--- src/hdl/rrd_pkg.sv ---
`timescale 1ns / 1ps
// ---------------------------------------------------------------------------
// rrd_pkg
// Types, codes and helper functions shared by the row record decoder.
// ---------------------------------------------------------------------------
package rrd_pkg;

  // Default schema width
  localparam int MAX_COLUMNS_DEF = 16;

  // Depth of the queue between front and back
  localparam int QUEUE_DEPTH = 4;

  // Column type codes
  localparam logic [2:0] TY_INT     = 3'd0;
  localparam logic [2:0] TY_BIGINT  = 3'd1;
  localparam logic [2:0] TY_DOUBLE  = 3'd2;
  localparam logic [2:0] TY_BOOL    = 3'd3;
  localparam logic [2:0] TY_VARCHAR = 3'd4;

  // Result kind codes
  localparam logic [2:0] KIND_INT     = 3'd0;
  localparam logic [2:0] KIND_BIGINT  = 3'd1;
  localparam logic [2:0] KIND_DOUBLE  = 3'd2;
  localparam logic [2:0] KIND_BOOL    = 3'd3;
  localparam logic [2:0] KIND_VC_LEN  = 3'd4;
  localparam logic [2:0] KIND_VC_BYTE = 3'd5;
  localparam logic [2:0] KIND_NULL    = 3'd6;
  localparam logic [2:0] KIND_END     = 3'd7;

  // Record end status codes
  localparam logic [1:0] STAT_OK          = 2'd0;
  localparam logic [1:0] STAT_SHORT_BMAP  = 2'd1;
  localparam logic [1:0] STAT_TRUNC_FIELD = 2'd2;

  // Register indexes (word address bit)
  localparam logic REG_COLUMN_COUNT = 1'b0;
  localparam logic REG_COLUMN_TYPES = 1'b1;

  // Queue entry: byte plus the front's classification
  typedef struct packed {
    logic [7:0] record_byte;
    logic       end_of_record;
    logic       nonzero;
  } qent_t;

  // Live configuration
  typedef struct packed {
    logic [4:0]  column_count;
    logic [47:0] column_types;
  } cfg_t;

  // One result item
  typedef struct packed {
    logic [3:0]  column;
    logic [2:0]  kind;
    logic [63:0] value;
    logic [1:0]  status;
    logic        last;
  } res_t;

  // Type of a column; unknown codes decode as int
  function automatic logic [2:0] col_type(input logic [47:0] types, input logic [3:0] idx);
    logic [2:0] t;
    t = types[3*idx +: 3];
    col_type = (t > TY_VARCHAR) ? TY_INT : t;
  endfunction

  // Field size in bytes for a column type
  function automatic logic [3:0] type_size(input logic [2:0] t);
    logic [3:0] s;
    case (t)
      TY_BIGINT, TY_DOUBLE: s = 4'd8;
      TY_BOOL:              s = 4'd1;
      TY_VARCHAR:           s = 4'd2;
      default:              s = 4'd4;
    endcase
    type_size = s;
  endfunction

endpackage

--- src/hdl/rrd_if.sv ---
`timescale 1ns / 1ps
// ---------------------------------------------------------------------------
// rrd_if
// Valid/ready channel interfaces for record bytes and decoded results.
// ---------------------------------------------------------------------------

// Record byte channel
interface rrd_in_if;
  logic       valid;
  logic       ready;
  logic [7:0] record_byte;
  logic       end_of_record;

  modport source (output valid, output record_byte, output end_of_record, input ready);
  modport sink   (input valid, input record_byte, input end_of_record, output ready);
endinterface

// Result channel
interface rrd_out_if;
  logic        valid;
  logic        ready;
  logic [3:0]  column;
  logic [2:0]  kind;
  logic [63:0] value;
  logic [1:0]  status;
  logic        last;

  modport source (output valid, output column, output kind, output value, output status,
                  output last, input ready);
  modport sink   (input valid, input column, input kind, input value, input status,
                  input last, output ready);
endinterface

--- src/hdl/row_record_decoder.sv ---
`timescale 1ns / 1ps
// Throughput: one byte per cycle inside the bitmap or a field while the output
//   is not stalled, with results registered; ending the bitmap (or an empty
//   bitmap) or a column passes a null walk state, and a record end right after a
//   varchar length or text byte result passes an end state. Reset: synchronous
//   active-low rst_n clears the state and config registers, empties the 4-entry
//   queue and returns the row state to bitmap collection; no clearing pass.
// ---------------------------------------------------------------------------
// row_record_decoder
// Null-bitmap row format decoder with APB configuration registers.
// ---------------------------------------------------------------------------
module row_record_decoder #(
  parameter int MAX_COLUMNS = rrd_pkg::MAX_COLUMNS_DEF
) (
  input  logic        clk,
  input  logic        rst_n,
  rrd_in_if.sink      in_ch,
  rrd_out_if.source   out_ch,
  input  logic        psel,
  input  logic        penable,
  input  logic        pwrite,
  input  logic [3:0]  paddr,
  input  logic [63:0] pwdata,
  output logic [63:0] prdata,
  output logic        pready
);

  logic [4:0]      count_r;
  logic [47:0]     types_r;
  logic            wr_en;
  rrd_pkg::cfg_t   cfg;
  rrd_pkg::qent_t  q_head;
  logic            q_valid, q_pop;
  rrd_pkg::res_t   res;

  // configuration registers
  assign pready = 1'b1;
  assign wr_en  = psel && penable && pwrite && pready;

  always_ff @(posedge clk) begin
    if (!rst_n) begin
      count_r <= '0;
      types_r <= '0;
    end else if (wr_en) begin
      unique case (paddr[3])
        rrd_pkg::REG_COLUMN_COUNT: count_r <= pwdata[4:0];
        rrd_pkg::REG_COLUMN_TYPES: types_r <= pwdata[47:0];
        default: ;
      endcase
    end
  end

  always_comb begin
    unique case (paddr[3])
      rrd_pkg::REG_COLUMN_COUNT: prdata = 64'(count_r);
      rrd_pkg::REG_COLUMN_TYPES: prdata = 64'(types_r);
      default:                   prdata = '0;
    endcase
  end

  assign cfg.column_count = count_r;
  assign cfg.column_types = types_r;

  // front: byte queue
  rrd_queue u_queue (
    .clk        (clk),
    .rst_n      (rst_n),
    .in_valid   (in_ch.valid),
    .in_ready   (in_ch.ready),
    .in_byte    (in_ch.record_byte),
    .in_eor     (in_ch.end_of_record),
    .head       (q_head),
    .head_valid (q_valid),
    .pop        (q_pop)
  );

  // back: decode engine
  rrd_engine #(
    .MAX_COLUMNS (MAX_COLUMNS)
  ) u_engine (
    .clk       (clk),
    .rst_n     (rst_n),
    .cfg       (cfg),
    .q_head    (q_head),
    .q_valid   (q_valid),
    .q_pop     (q_pop),
    .out_res   (res),
    .out_valid (out_ch.valid),
    .out_ready (out_ch.ready)
  );

  assign out_ch.column = res.column;
  assign out_ch.kind   = res.kind;
  assign out_ch.value  = res.value;
  assign out_ch.status = res.status;
  assign out_ch.last   = res.last;

endmodule

--- src/hdl/rrd_queue.sv ---
`timescale 1ns / 1ps
// ---------------------------------------------------------------------------
// rrd_queue
// Front end: accepts record bytes, tags them and buffers them for the engine.
// ---------------------------------------------------------------------------
module rrd_queue (
  input  logic              clk,
  input  logic              rst_n,
  input  logic              in_valid,
  output logic              in_ready,
  input  logic [7:0]        in_byte,
  input  logic              in_eor,
  output rrd_pkg::qent_t    head,
  output logic              head_valid,
  input  logic              pop
);

  localparam int AW = $clog2(rrd_pkg::QUEUE_DEPTH);
  localparam int CW = $clog2(rrd_pkg::QUEUE_DEPTH + 1);

  rrd_pkg::qent_t          mem_r [rrd_pkg::QUEUE_DEPTH];
  logic [AW-1:0]           wr_ptr_r, wr_ptr_nxt;
  logic [AW-1:0]           rd_ptr_r, rd_ptr_nxt;
  logic [CW-1:0]           fill_r, fill_nxt;
  logic                    push;

  assign in_ready   = (fill_r != CW'(rrd_pkg::QUEUE_DEPTH));
  assign push       = in_valid && in_ready;
  assign head       = mem_r[rd_ptr_r];
  assign head_valid = (fill_r != '0);

  // pointer and fill bookkeeping
  always_comb begin
    wr_ptr_nxt = push ? AW'(wr_ptr_r + 1'b1) : wr_ptr_r;
    rd_ptr_nxt = pop  ? AW'(rd_ptr_r + 1'b1) : rd_ptr_r;
    case ({push, pop})
      2'b10:   fill_nxt = CW'(fill_r + 1'b1);
      2'b01:   fill_nxt = CW'(fill_r - 1'b1);
      default: fill_nxt = fill_r;
    endcase
  end

  always_ff @(posedge clk) begin
    if (!rst_n) begin
      wr_ptr_r <= '0;
      rd_ptr_r <= '0;
      fill_r   <= '0;
    end else begin
      wr_ptr_r <= wr_ptr_nxt;
      rd_ptr_r <= rd_ptr_nxt;
      fill_r   <= fill_nxt;
    end
  end

  // entry storage, tagged with a nonzero flag for bool fields
  always_ff @(posedge clk) begin
    if (push) begin
      mem_r[wr_ptr_r].record_byte   <= in_byte;
      mem_r[wr_ptr_r].end_of_record <= in_eor;
      mem_r[wr_ptr_r].nonzero       <= (in_byte != 8'd0);
    end
  end

endmodule

--- src/hdl/rrd_engine.sv ---
`timescale 1ns / 1ps
// ---------------------------------------------------------------------------
// rrd_engine
// Back end: walks the bitmap, decodes fields and emits at most one result per cycle while the output is not stalled.
// ---------------------------------------------------------------------------
module rrd_engine #(
  parameter int MAX_COLUMNS = rrd_pkg::MAX_COLUMNS_DEF
) (
  input  logic              clk,
  input  logic              rst_n,
  input  rrd_pkg::cfg_t     cfg,
  input  rrd_pkg::qent_t    q_head,
  input  logic              q_valid,
  output logic              q_pop,
  output rrd_pkg::res_t     out_res,
  output logic              out_valid,
  input  logic              out_ready
);

  localparam int CIW  = $clog2(MAX_COLUMNS + 1);
  localparam int IDXW = (MAX_COLUMNS > 1) ? $clog2(MAX_COLUMNS) : 1;

  typedef enum logic [2:0] {
    ST_BYTE = 3'b001,
    ST_WALK = 3'b010,
    ST_END  = 3'b100
  } state_t;

  typedef enum logic [3:0] {
    PH_BITMAP = 4'b0001,
    PH_FIELD  = 4'b0010,
    PH_TEXT   = 4'b0100,
    PH_DONE   = 4'b1000
  } phase_t;

  state_t               st_r, st_nxt;
  phase_t               phase_r, phase_nxt, ph_eff;
  logic [CIW-1:0]       ci_r, ci_nxt, ci_inc;
  logic [3:0]           fbc_r, fbc_nxt, fbc_new;
  logic [63:0]          acc_r, acc_nxt, acc_new;
  logic [MAX_COLUMNS-1:0] null_r, null_nxt;
  logic [15:0]          vrem_r, vrem_nxt, vrem_dec;
  logic [1:0]           bbi_r, bbi_nxt, bbi_inc;
  logic                 pre_r, pre_nxt;
  logic                 pend_r, pend_nxt;
  rrd_pkg::res_t        ores_r, ores_nxt, res;
  logic                 ovalid_r, ovalid_nxt;

  logic [CIW-1:0]       cnt_eff;
  logic [CIW+2:0]       cnt_pad;
  logic [1:0]           nbytes;
  logic                 go, emit, walk, row_clear, null_hit;
  logic [3:0]           col4;
  logic [2:0]           col_ty;
  logic [3:0]           fsize;

  // end status from the phase a record stops in
  function automatic logic [1:0] status_of(input phase_t p);
    logic [1:0] s;
    unique case (p)
      PH_BITMAP: s = rrd_pkg::STAT_SHORT_BMAP;
      PH_DONE:   s = rrd_pkg::STAT_OK;
      default:   s = rrd_pkg::STAT_TRUNC_FIELD;
    endcase
    status_of = s;
  endfunction

  // effective column count and bitmap length
  assign cnt_eff = (cfg.column_count > 5'(MAX_COLUMNS)) ? CIW'(MAX_COLUMNS)
                                                         : CIW'(cfg.column_count);
  assign cnt_pad = (CIW+3)'(cnt_eff) + (CIW+3)'(7);
  assign nbytes  = 2'(cnt_pad >> 3);

  // current column lookups
  assign col4     = 4'(ci_r);
  assign col_ty   = rrd_pkg::col_type(cfg.column_types, col4);
  assign fsize    = rrd_pkg::type_size(col_ty);
  assign null_hit = (ci_r < cnt_eff) && null_r[ci_r[IDXW-1:0]];
  assign ci_inc   = CIW'(ci_r + 1'b1);
  assign fbc_new  = 4'(fbc_r + 1'b1);
  assign vrem_dec = 16'(vrem_r - 1'b1);
  assign bbi_inc  = 2'(bbi_r + 1'b1);
  assign go       = !ovalid_r || out_ready;

  // little-endian byte insert into the field accumulator
  always_comb begin
    acc_new = acc_r;
    for (int k = 0; k < 8; k++) begin
      if (fbc_r[2:0] == 3'(k)) begin
        acc_new[8*k +: 8] = acc_r[8*k +: 8] | q_head.record_byte;
      end
    end
  end

  // main decode step
  always_comb begin
    st_nxt    = st_r;
    phase_nxt = phase_r;
    ci_nxt    = ci_r;
    fbc_nxt   = fbc_r;
    acc_nxt   = acc_r;
    null_nxt  = null_r;
    vrem_nxt  = vrem_r;
    bbi_nxt   = bbi_r;
    pre_nxt   = pre_r;
    pend_nxt  = pend_r;
    emit      = 1'b0;
    walk      = 1'b0;
    row_clear = 1'b0;
    q_pop     = 1'b0;
    res       = '0;
    ph_eff    = phase_r;
    if (phase_r == PH_FIELD && ci_r >= cnt_eff) begin
      ph_eff = PH_DONE;
    end

    if (go) begin
      unique case (st_r)
        ST_BYTE: begin
          if (q_valid && phase_r == PH_BITMAP && bbi_r >= nbytes) begin
            // bitmap already complete: run the null walk before this byte
            ci_nxt  = '0;
            pre_nxt = 1'b1;
            st_nxt  = ST_WALK;
          end else if (q_valid) begin
            q_pop     = 1'b1;
            pend_nxt  = q_head.end_of_record;
            phase_nxt = ph_eff;
            unique case (ph_eff)
              PH_BITMAP: begin
                for (int j = 0; j < MAX_COLUMNS; j++) begin
                  if ((j >> 3) == int'(bbi_r[0])) begin
                    null_nxt[j] = null_r[j] | q_head.record_byte[j & 7];
                  end
                end
                bbi_nxt = bbi_inc;
                if (bbi_inc >= nbytes) begin
                  ci_nxt = '0;
                  walk   = 1'b1;
                end
              end
              PH_FIELD: begin
                acc_nxt = acc_new;
                fbc_nxt = fbc_new;
                if (fbc_new >= fsize) begin
                  emit       = 1'b1;
                  res.column = col4;
                  case (col_ty)
                    rrd_pkg::TY_BIGINT: begin
                      res.kind  = rrd_pkg::KIND_BIGINT;
                      res.value = acc_new;
                    end
                    rrd_pkg::TY_DOUBLE: begin
                      res.kind  = rrd_pkg::KIND_DOUBLE;
                      res.value = acc_new;
                    end
                    rrd_pkg::TY_BOOL: begin
                      res.kind  = rrd_pkg::KIND_BOOL;
                      res.value = 64'(q_head.nonzero);
                    end
                    rrd_pkg::TY_VARCHAR: begin
                      res.kind  = rrd_pkg::KIND_VC_LEN;
                      res.value = 64'(acc_new[15:0]);
                    end
                    default: begin
                      res.kind  = rrd_pkg::KIND_INT;
                      res.value = {{32{acc_new[31]}}, acc_new[31:0]};
                    end
                  endcase
                  if (col_ty == rrd_pkg::TY_VARCHAR && acc_new[15:0] != 16'd0) begin
                    vrem_nxt  = acc_new[15:0];
                    phase_nxt = PH_TEXT;
                  end else begin
                    ci_nxt = ci_inc;
                    walk   = 1'b1;
                  end
                end
              end
              PH_TEXT: begin
                emit       = 1'b1;
                res.column = col4;
                res.kind   = rrd_pkg::KIND_VC_BYTE;
                res.value  = 64'(q_head.record_byte);
                vrem_nxt   = vrem_dec;
                if (vrem_dec == 16'd0) begin
                  ci_nxt = ci_inc;
                  walk   = 1'b1;
                end
              end
              default: begin
                // trailing bytes are dropped
              end
            endcase

            if (walk) begin
              pre_nxt = 1'b0;
              st_nxt  = ST_WALK;
            end else if (q_head.end_of_record) begin
              if (emit) begin
                st_nxt = ST_END;
              end else begin
                emit       = 1'b1;
                res.kind   = rrd_pkg::KIND_END;
                res.status = status_of(phase_nxt);
                res.last   = 1'b1;
                row_clear  = 1'b1;
              end
            end
          end
        end

        ST_WALK: begin
          if (null_hit) begin
            // one null result per cycle while the output is not stalled
            emit       = 1'b1;
            res.column = col4;
            res.kind   = rrd_pkg::KIND_NULL;
            ci_nxt     = ci_inc;
          end else begin
            fbc_nxt   = '0;
            acc_nxt   = '0;
            phase_nxt = (ci_r >= cnt_eff) ? PH_DONE : PH_FIELD;
            st_nxt    = ST_BYTE;
            if (!pre_r && pend_r) begin
              emit       = 1'b1;
              res.kind   = rrd_pkg::KIND_END;
              res.status = status_of(phase_nxt);
              res.last   = 1'b1;
              row_clear  = 1'b1;
            end
          end
        end

        ST_END: begin
          emit       = 1'b1;
          res.kind   = rrd_pkg::KIND_END;
          res.status = status_of(phase_r);
          res.last   = 1'b1;
          row_clear  = 1'b1;
          st_nxt     = ST_BYTE;
        end

        default: st_nxt = ST_BYTE;
      endcase
    end

    // record end returns the row state to its start
    if (row_clear) begin
      phase_nxt = PH_BITMAP;
      ci_nxt    = '0;
      fbc_nxt   = '0;
      acc_nxt   = '0;
      null_nxt  = '0;
      vrem_nxt  = '0;
      bbi_nxt   = '0;
      pre_nxt   = 1'b0;
      pend_nxt  = 1'b0;
    end
  end

  // output register
  always_comb begin
    ores_nxt   = ores_r;
    ovalid_nxt = ovalid_r;
    if (emit) begin
      ores_nxt   = res;
      ovalid_nxt = 1'b1;
    end else if (out_ready) begin
      ovalid_nxt = 1'b0;
    end
  end

  always_ff @(posedge clk) begin
    if (!rst_n) begin
      st_r     <= ST_BYTE;
      phase_r  <= PH_BITMAP;
      ci_r     <= '0;
      fbc_r    <= '0;
      acc_r    <= '0;
      null_r   <= '0;
      vrem_r   <= '0;
      bbi_r    <= '0;
      pre_r    <= 1'b0;
      pend_r   <= 1'b0;
      ovalid_r <= 1'b0;
    end else begin
      st_r     <= st_nxt;
      phase_r  <= phase_nxt;
      ci_r     <= ci_nxt;
      fbc_r    <= fbc_nxt;
      acc_r    <= acc_nxt;
      null_r   <= null_nxt;
      vrem_r   <= vrem_nxt;
      bbi_r    <= bbi_nxt;
      pre_r    <= pre_nxt;
      pend_r   <= pend_nxt;
      ovalid_r <= ovalid_nxt;
    end
  end

  always_ff @(posedge clk) begin
    ores_r <= ores_nxt;
  end

  assign out_res   = ores_r;
  assign out_valid = ovalid_r;

endmodule

--- src/flat_wrapper.sv ---
// flat-port wrapper written by rule: the top's interface ports become plain ports
module row_record_decoder_flat 
#(
  parameter int MAX_COLUMNS = rrd_pkg::MAX_COLUMNS_DEF
)
  (clk, rst_n, psel, penable, pwrite, paddr, pwdata, prdata, pready, in_ch_valid, in_ch_record_byte, in_ch_end_of_record, in_ch_ready, out_ch_valid, out_ch_column, out_ch_kind, out_ch_value, out_ch_status, out_ch_last, out_ch_ready);
  rrd_in_if in_ch_i ();
  rrd_out_if out_ch_i ();
  input  logic clk;
  input  logic rst_n;
  input  logic psel;
  input  logic penable;
  input  logic pwrite;
  input  logic [3:0] paddr;
  input  logic [63:0] pwdata;
  output logic [63:0] prdata;
  output logic pready;
  input wire logic [$bits(in_ch_i.valid)-1:0] in_ch_valid;
  input wire logic [$bits(in_ch_i.record_byte)-1:0] in_ch_record_byte;
  input wire logic [$bits(in_ch_i.end_of_record)-1:0] in_ch_end_of_record;
  output wire logic [$bits(in_ch_i.ready)-1:0] in_ch_ready;
  output wire logic [$bits(out_ch_i.valid)-1:0] out_ch_valid;
  output wire logic [$bits(out_ch_i.column)-1:0] out_ch_column;
  output wire logic [$bits(out_ch_i.kind)-1:0] out_ch_kind;
  output wire logic [$bits(out_ch_i.value)-1:0] out_ch_value;
  output wire logic [$bits(out_ch_i.status)-1:0] out_ch_status;
  output wire logic [$bits(out_ch_i.last)-1:0] out_ch_last;
  input wire logic [$bits(out_ch_i.ready)-1:0] out_ch_ready;
  assign in_ch_i.valid = in_ch_valid;
  assign in_ch_i.record_byte = in_ch_record_byte;
  assign in_ch_i.end_of_record = in_ch_end_of_record;
  assign in_ch_ready = in_ch_i.ready;
  assign out_ch_valid = out_ch_i.valid;
  assign out_ch_column = out_ch_i.column;
  assign out_ch_kind = out_ch_i.kind;
  assign out_ch_value = out_ch_i.value;
  assign out_ch_status = out_ch_i.status;
  assign out_ch_last = out_ch_i.last;
  assign out_ch_i.ready = out_ch_ready;
  row_record_decoder #(.MAX_COLUMNS(MAX_COLUMNS)) u_core (.clk(clk), .rst_n(rst_n), .in_ch(in_ch_i), .out_ch(out_ch_i), .psel(psel), .penable(penable), .pwrite(pwrite), .paddr(paddr), .pwdata(pwdata), .prdata(prdata), .pready(pready));
endmodule
--- config.mk ---
export PLATFORM = sky130hd
export DESIGN_NAME = row_record_decoder_flat
export DESIGN_NICKNAME = d
export VERILOG_FILES = /design/src/hdl/rrd_pkg.sv /design/src/hdl/rrd_if.sv /design/src/hdl/row_record_decoder.sv /design/src/hdl/rrd_queue.sv /design/src/hdl/rrd_engine.sv /design/src/flat_wrapper.sv
export SDC_FILE = /design/constraint.sdc
export NUM_CORES = 1
export LEC_CHECK = 0
export ABC_AREA = 1
export ABC_CLOCK_PERIOD_IN_PS = 18700
export BUFFER_PORTS_ARGS = -buffer_cell sky130_fd_sc_hd__buf_2
export CAP_MARGIN = 25
export CORE_MARGIN = 5
export CORE_UTILIZATION = 35
export DETAILED_ROUTE_END_ITERATION = 10
export GPL_ROUTABILITY_DRIVEN = 0
export GPL_TIMING_DRIVEN = 0
export SLEW_MARGIN = 30
export SYNTH_ARGS = -nofsm -noshare
export SYNTH_HDL_FRONTEND = slang
export SYNTH_SLANG_ARGS = --single-unit
--- constraint.sdc ---
create_clock -name clk -period 18.7 [get_ports clk]
set_input_delay 3.74 -clock clk [delete_from_list [all_inputs] [get_ports clk]]
set_output_delay 3.74 -clock clk [all_outputs]
set_load 0.005 [all_outputs]
After elaboration in Yosys (flattened, before gate mapping):

Memory sizes are Yosys's and may differ from the RTL's. A register that Yosys moved wholly into a read port is not among the register bits.
Cells that the tools add are included.

* flip-flop bits (word level): 251
* bits in latches: 0
* memory bits (writable): 40
* memory bits (read-only): 0
* input port bits: 84
* word-level logic and storage cells: 276
* memories: 1

* $add $sub $neg: 9
* multiply operators: 1
* div/mod/pow operators: 0
* magnitude comparators: 8
* equal/unequal tests: 42
* shift operators: 1
* mux-type cells: 123
* bitwise operators: 31
* reductions and logical operators: 38

Memories
* u_core.u_queue.mem_r: words 4, bits a word 10, read ports 1, clocked after memory_dff 1, write ports 1, RTL line rrd_queue.sv:21 `rrd_pkg::qent_t mem_r [rrd_pkg::QUEUE_DEPTH];`

Operators with widths (count)
* 67-bit case mux with 4 select lines: 1
* 64-bit two-way mux: 4
* 64-bit case mux with 2 select lines: 2
* 74-bit two-way mux: 2
* 71-bit case mux with 2 select lines: 1
* 71-bit two-way mux: 1
* 4-bit two-way mux: 17
* 8-bit two-way mux: 8
* 8-bit OR: 8
* 3-bit two-way mux: 17
* 48-bit by 7-bit variable part select with 3-bit output: 1
* 5-bit two-way mux: 8
* 1-bit two-way mux: 39
* 16-bit two-way mux: 2
* 16-bit case mux with 2 select lines: 1
* 4-bit case mux with 2 select lines: 3
* 3-bit equality test, second input constant: 6
* 3-bit case mux with 3 select lines: 2
* 6-bit AND reduction: 3
* 4-bit by 1-bit equality test with 1-bit output, second input constant: 4
* 16-bit logical NOT: 1
* 4-bit inequality test, second input constant: 4
* 1-bit OR: 16
* 16-bit nonzero test: 1
* other kinds (51): 101

Logic depth before layout (Yosys ltp):

* depth in word-level cells: 22
* depth in mapped cells: 32
* mapped depth without buffers: 29

Cells and area by module:

From an unflattened synthesis, not the netlist that was laid out.

* cells, all modules: 2156
* area, all modules: 15732.6 µm²

By module, submodules not included
* rrd_engine: instances 1, cells each 1522, area each 10966.8 µm², seq. area each 4564.4 µm²
* row_record_decoder: instances 1, cells each 468, area each 2803.9 µm², seq. area each 1061.0 µm²
* rrd_queue: instances 1, cells each 166, area each 1961.9 µm², seq. area each 1381.3 µm²

Worst setup path before layout:

No wires, ideal clock.

* kind: input to register
* start: in out_ch_ready
* end: reg u_core.u_engine.ores_r, in the netlist u_core.u_engine.out_res[0], enable pin
* setup time: 551 ps
* data arrival time: 7854 ps
* data required time: 18149 ps
* slack: 10296 ps
* cell stages on the path: 4
* path buffers: 0
* path through: nor2_1 > inv_1 > o21ai_0 > a31oi_1

* cells in the longest elaborated chain, start to end: 2

RTL lines
* start: declaration: RTL line flat_wrapper.sv:28 `input wire logic [$bits(out_ch_i.ready)-1:0] out_ch_ready;`
* 1-bit logical OR: RTL line rrd_engine.sv:83 `assign go = !ovalid_r || out_ready;`
* 1-bit two-way mux: RTL line rrd_engine.sv:117 `if (go) begin`
* named net u_core.u_engine.emit: RTL line rrd_engine.sv:52 `logic go, emit, walk, row_clear, null_hit;`
* end signal: assignment: RTL line rrd_engine.sv:302 `ores_r <= ores_nxt;`
* end: declaration: RTL line rrd_engine.sv:46 `rrd_pkg::res_t ores_r, ores_nxt, res;`

The timed path passes the listed nets, and every way through them passes these cells.
A chain may end at the register's enable or synchronous reset.

Worst setup path in the final report:

* start: in paddr[3]
* end: out prdata[0]

* cells in the longest elaborated chain, start to end: 2

RTL lines
* start: declaration: RTL line flat_wrapper.sv:14 `input logic [3:0] paddr;`
* 1-bit inverter: RTL line row_record_decoder.sv:54 `unique case (paddr[3])`
* 64-bit case mux with 2 select lines (*): RTL line row_record_decoder.sv:54
* end: declaration: RTL line flat_wrapper.sv:16 `output logic [63:0] prdata;`

Mark *: on every way between the ends. The rest lies on a longest branch, timed or not. The select of a mux whose other input is x is not followed.

==> metrics.cfg <==
[sta]
worst_slew_pin_slew_ns=0.941
max_freq_mhz=115
setup-tns-final_ns=0
rsz0062_at_grt=false
layout_worst_path_cycle_share_pct=46.5
maxSlewHeadroom_pct=36.8
finalCriticalPeriod_ns=8.70
drv_slew=0
final.setup.worst_slack_ns=10.00
fin_skew_ns=0.0371
hold_viol_final=0
setup_viol=0

[setup_path]
arrival_ns=4.96
rr_endpoint=u_core.u_engine.out_res[61]$_SDFFCE_PN0P_
path_buf_inv=3
worstPathMaxFanout=10
critPathMaxStageDelay_ns=0.43
path_cells=clkbuf_1 -> clkbuf_1 -> nand2_1 -> o21ai_0 -> buf_2
crit_cells=5
cp.required_ns=14.96
cp-startpoint=paddr[3]
r2r_cells=25
crit_path_frequent_cell=clkbuf_1
worst-setup-path-type=input port to output pin
crit_end=prdata[0]
cp-end-kind=output pin
cp_top_family=buffers and inverters
critPathLaunchType=input port
slowest_stage=clkbuf_1
regToRegStartpoint=u_core.u_engine.ci_r[1]$_SDFFE_PP0P_
ff2ff_setup_slack_ns=12.49

[global_routing]
antenna_found_initial=0
grt_pass1_wl_um=69300
gr-usage-all-layers_pct=18.1
grt_pass1_vias=13001
use_met2_pct=29.9
grt_most_used_layer=met2
met1_usage_pct=25.0
grt_remaining_overflow=0
grt_util_met3_pct=2.92
grt_max_degree=23

[logic_synthesis]
synth_xor_area_share_pct=0.406
yosys-top-cells-count=nand2_1, nor2_1, inv_1
syn_inst=1941
synthMuxAreaShare_pct=0.0745
synth_cell_types=58
syn_area_mm2=0.0151
synth-simple-area-share_pct=25.8
yosysWarnings=0
synth_edf_count=114
synth_compound_area_share_pct=14.5
netlist.area_leader.share_pct=23.7
ys_async_sr_fraction_pct=0
ys_seq_elements=293
synth_top_family_by_area=simple AND/OR/NAND/NOR gates
yosysMostFrequentCell=nand2_1
syn_area_per_cell_um2=7.78
yosys-top-cells-area=dfxtp_1, edfxtp_1, nand2_1
synthAdderAreaFrac_pct=2.45
synthFlopType=dfxtp_1
ys_seq_area_share_pct=46.4
synth_top_area_cell=dfxtp_1

[worst_hold_path]
whs_path_depth=2
hold_class=flop to flop

[cells_and_area]
antenna_cells=0
fillers=4359
design_area_mm2=0.0181
instances_no_fill=2795
seq_area_mm2=0.00701
drive_above_1_share_pct=20.1
area_growth_pct=19.7
multi_input_area_mm2=0.00661
nets=2296

[routing]
wire_per_inst_um=15.8
ant_nets=0
routed_wl_um=44100
dr.first_iter.drc_count=997
post_drt_via_cell_ratio=4.83
drtPass1Iterations=5
vias=13507
drc=0

[clock_network]
cts_tree=built
clkTransAtPathRegs_ns=0.06
hold_buffers=0
cts.sinks=293
cts-buffers-inserted=35
clockBufferDepth=3
cts_root_buf=clkbuf_16
cts_setup_buffers=0
cts_resized=0
h-tree-depth=2
insertion_delay_ns=0.55

[floorplan]
dieArea_mm2=0.0474
rows=76
die_width_um=218
num_io_pins=225
dieHeight_um=218
start_util_pct=35.2
core-area_mm2=0.0429

[power_and_ir_drop]
powerDensity_mw_per_mm2=134
p_sw_share_pct=38.7
pwr-share-clk_pct=28.9
p_comb_share_pct=37.5
seqPwrFrac_pct=33.6
ir_drop_mv=0.0648
power.switching_mw=0.936
p_total_mw=2.42
p_int_mw=1.48
leakage_nw=8.01

[placement]
hpwl_um=32800
placed_cells=2731
post-place-ws_ns=10.04
place.port_buffers=187
place_area_mm2=0.0169

[run]
maxCapViolations=0

[status]
status=finished clean

==> power groups by stage <==
stage | combinational (mW) | clock [mW] | sequential [mW]
CTS | 0.897 | 0.713 | 0.811
detailed placement | 0.892 | 0 | 0.823
floorplan | 0.651 | 0 | 0.812
global route | 1.01 | 0.739 | 0.822
global placement | 0.870 | 0 | 0.822
finish | 0.906 | 0.698 | 0.813
==> area by class of cell <==
class                           count  share of cell area [%]
Buffer                            105                    3.71
Inverter                          239                    4.99
Multi-Input combinational cell   1319                    36.6
Clock inverter                     15                    1.02
Timing Repair Buffer              190                    5.43
Tap cell                          585                    4.05
Sequential cell                   293                    38.8
Clock buffer                       49                    5.49
==> through the flow <==
| stage | utilization, % | hold slack [ns] |
|---|---|---|
| finish | 42.2 | 0.477 |
| global route | 42.2 | 0.502 |
| CTS | 42.1 | 0.478 |
| detailed placement | 39.4 | 0.470 |
| global placement | 39.2 | 0.458 |
| floorplan | - | 0.439 |
==> kinds of logic (layout without fill, tap and decap cells) <==
kind of cell / after synthesis / count (layout)
AOI/OAI and AO/OA: 384 / 384
xor gates and xnor gates: 7 / 7
adders and majority gates: 29 / 29
buffers and inverters: 344 / 598
DFF: 293 / 293
muxes: 1 / 1
other: 2 / 17
and+or+nand+nor: 881 / 881
==> worst min-delay path by stage <==
stage,from,endpoint,slack (ns)
6_report,u_core.types_r[7]$_SDFFE_PN0P_,u_core.types_r[7]$_SDFFE_PN0P_,0.48
3_5_place_dp,u_core.types_r[7]$_SDFFE_PN0P_,u_core.types_r[7]$_SDFFE_PN0P_,0.47
4_1_cts,u_core.types_r[7]$_SDFFE_PN0P_,u_core.types_r[7]$_SDFFE_PN0P_,0.48
2_1_floorplan,u_core.types_r[45]$_SDFFE_PN0P_,u_core.types_r[45]$_SDFFE_PN0P_,0.44
5_1_grt,u_core.types_r[16]$_SDFFE_PN0P_,u_core.types_r[16]$_SDFFE_PN0P_,0.50
3_3_place_gp,u_core.u_queue.fill_r[0]$_SDFFE_PN0P_,u_core.u_queue.fill_r[0]$_SDFFE_PN0P_,0.46
==> metal layers <==
metal  routed length [µm]  vias to the layer above
li1                     -                     6726
met4                  834                        0
met2                20900                      372
met3                 2430                       62
met1                20000                     6347
met5                    0                        -
==> cell usage in the layout (no fill, tap or decap), types with 3 or more instances in the layout <==
cell and n:
nand2_1 386, nand3_1 94, o211ai_1 5, xnor2_1 3, nor4_1 3, inv_2 15
o32ai_1 4, buf_2 210, a22oi_1 3, nor3_1 11, clkbuf_16 37, o21ai_0 176
conb_1 17, buf_6 12, ha_1 28, o22ai_1 3, o21bai_1 51, dfxtp_1 179
inv_1 219, clkinv_1 10, edfxtp_1 114, nor2_4 3, bufinv_16 4, nor2_1 262
clkbuf_1 52, buf_4 18, nand2_2 8, nor2_2 87, o21ai_1 27, clkinv_2 3
nand3_2 9, buf_8 11, a21oi_1 88, o31ai_1 11, a31oi_1 4, xor2_1 4
==> sequential cells by signal, indices dropped and copies added (netlist names), named ones only <==
name,flops
u_core.count_r,5
u_core.types_r,48
u_core.u_engine.acc_r,64
u_core.u_engine.bbi_r,2
u_core.u_engine.ci_r,5
u_core.u_engine.fbc_r,4
u_core.u_engine.null_r,16
u_core.u_engine.out_res,74
u_core.u_engine.out_valid,1
u_core.u_engine.pend_r,1
u_core.u_engine.phase_r,4
u_core.u_engine.pre_r,1
u_core.u_engine.st_r,3
u_core.u_engine.vrem_r,16
u_core.u_queue.fill_r,3
u_core.u_queue.mem_r,40
u_core.u_queue.rd_ptr_r,2
u_core.u_queue.wr_ptr_r,2
==> tightest hold or removal path, stage by stage (launching register included) <==
cell     delay [ns]
dfxtp_1        0.31
inv_1          0.06
a21oi_1        0.06
Power figures use the tool's default switching activity.
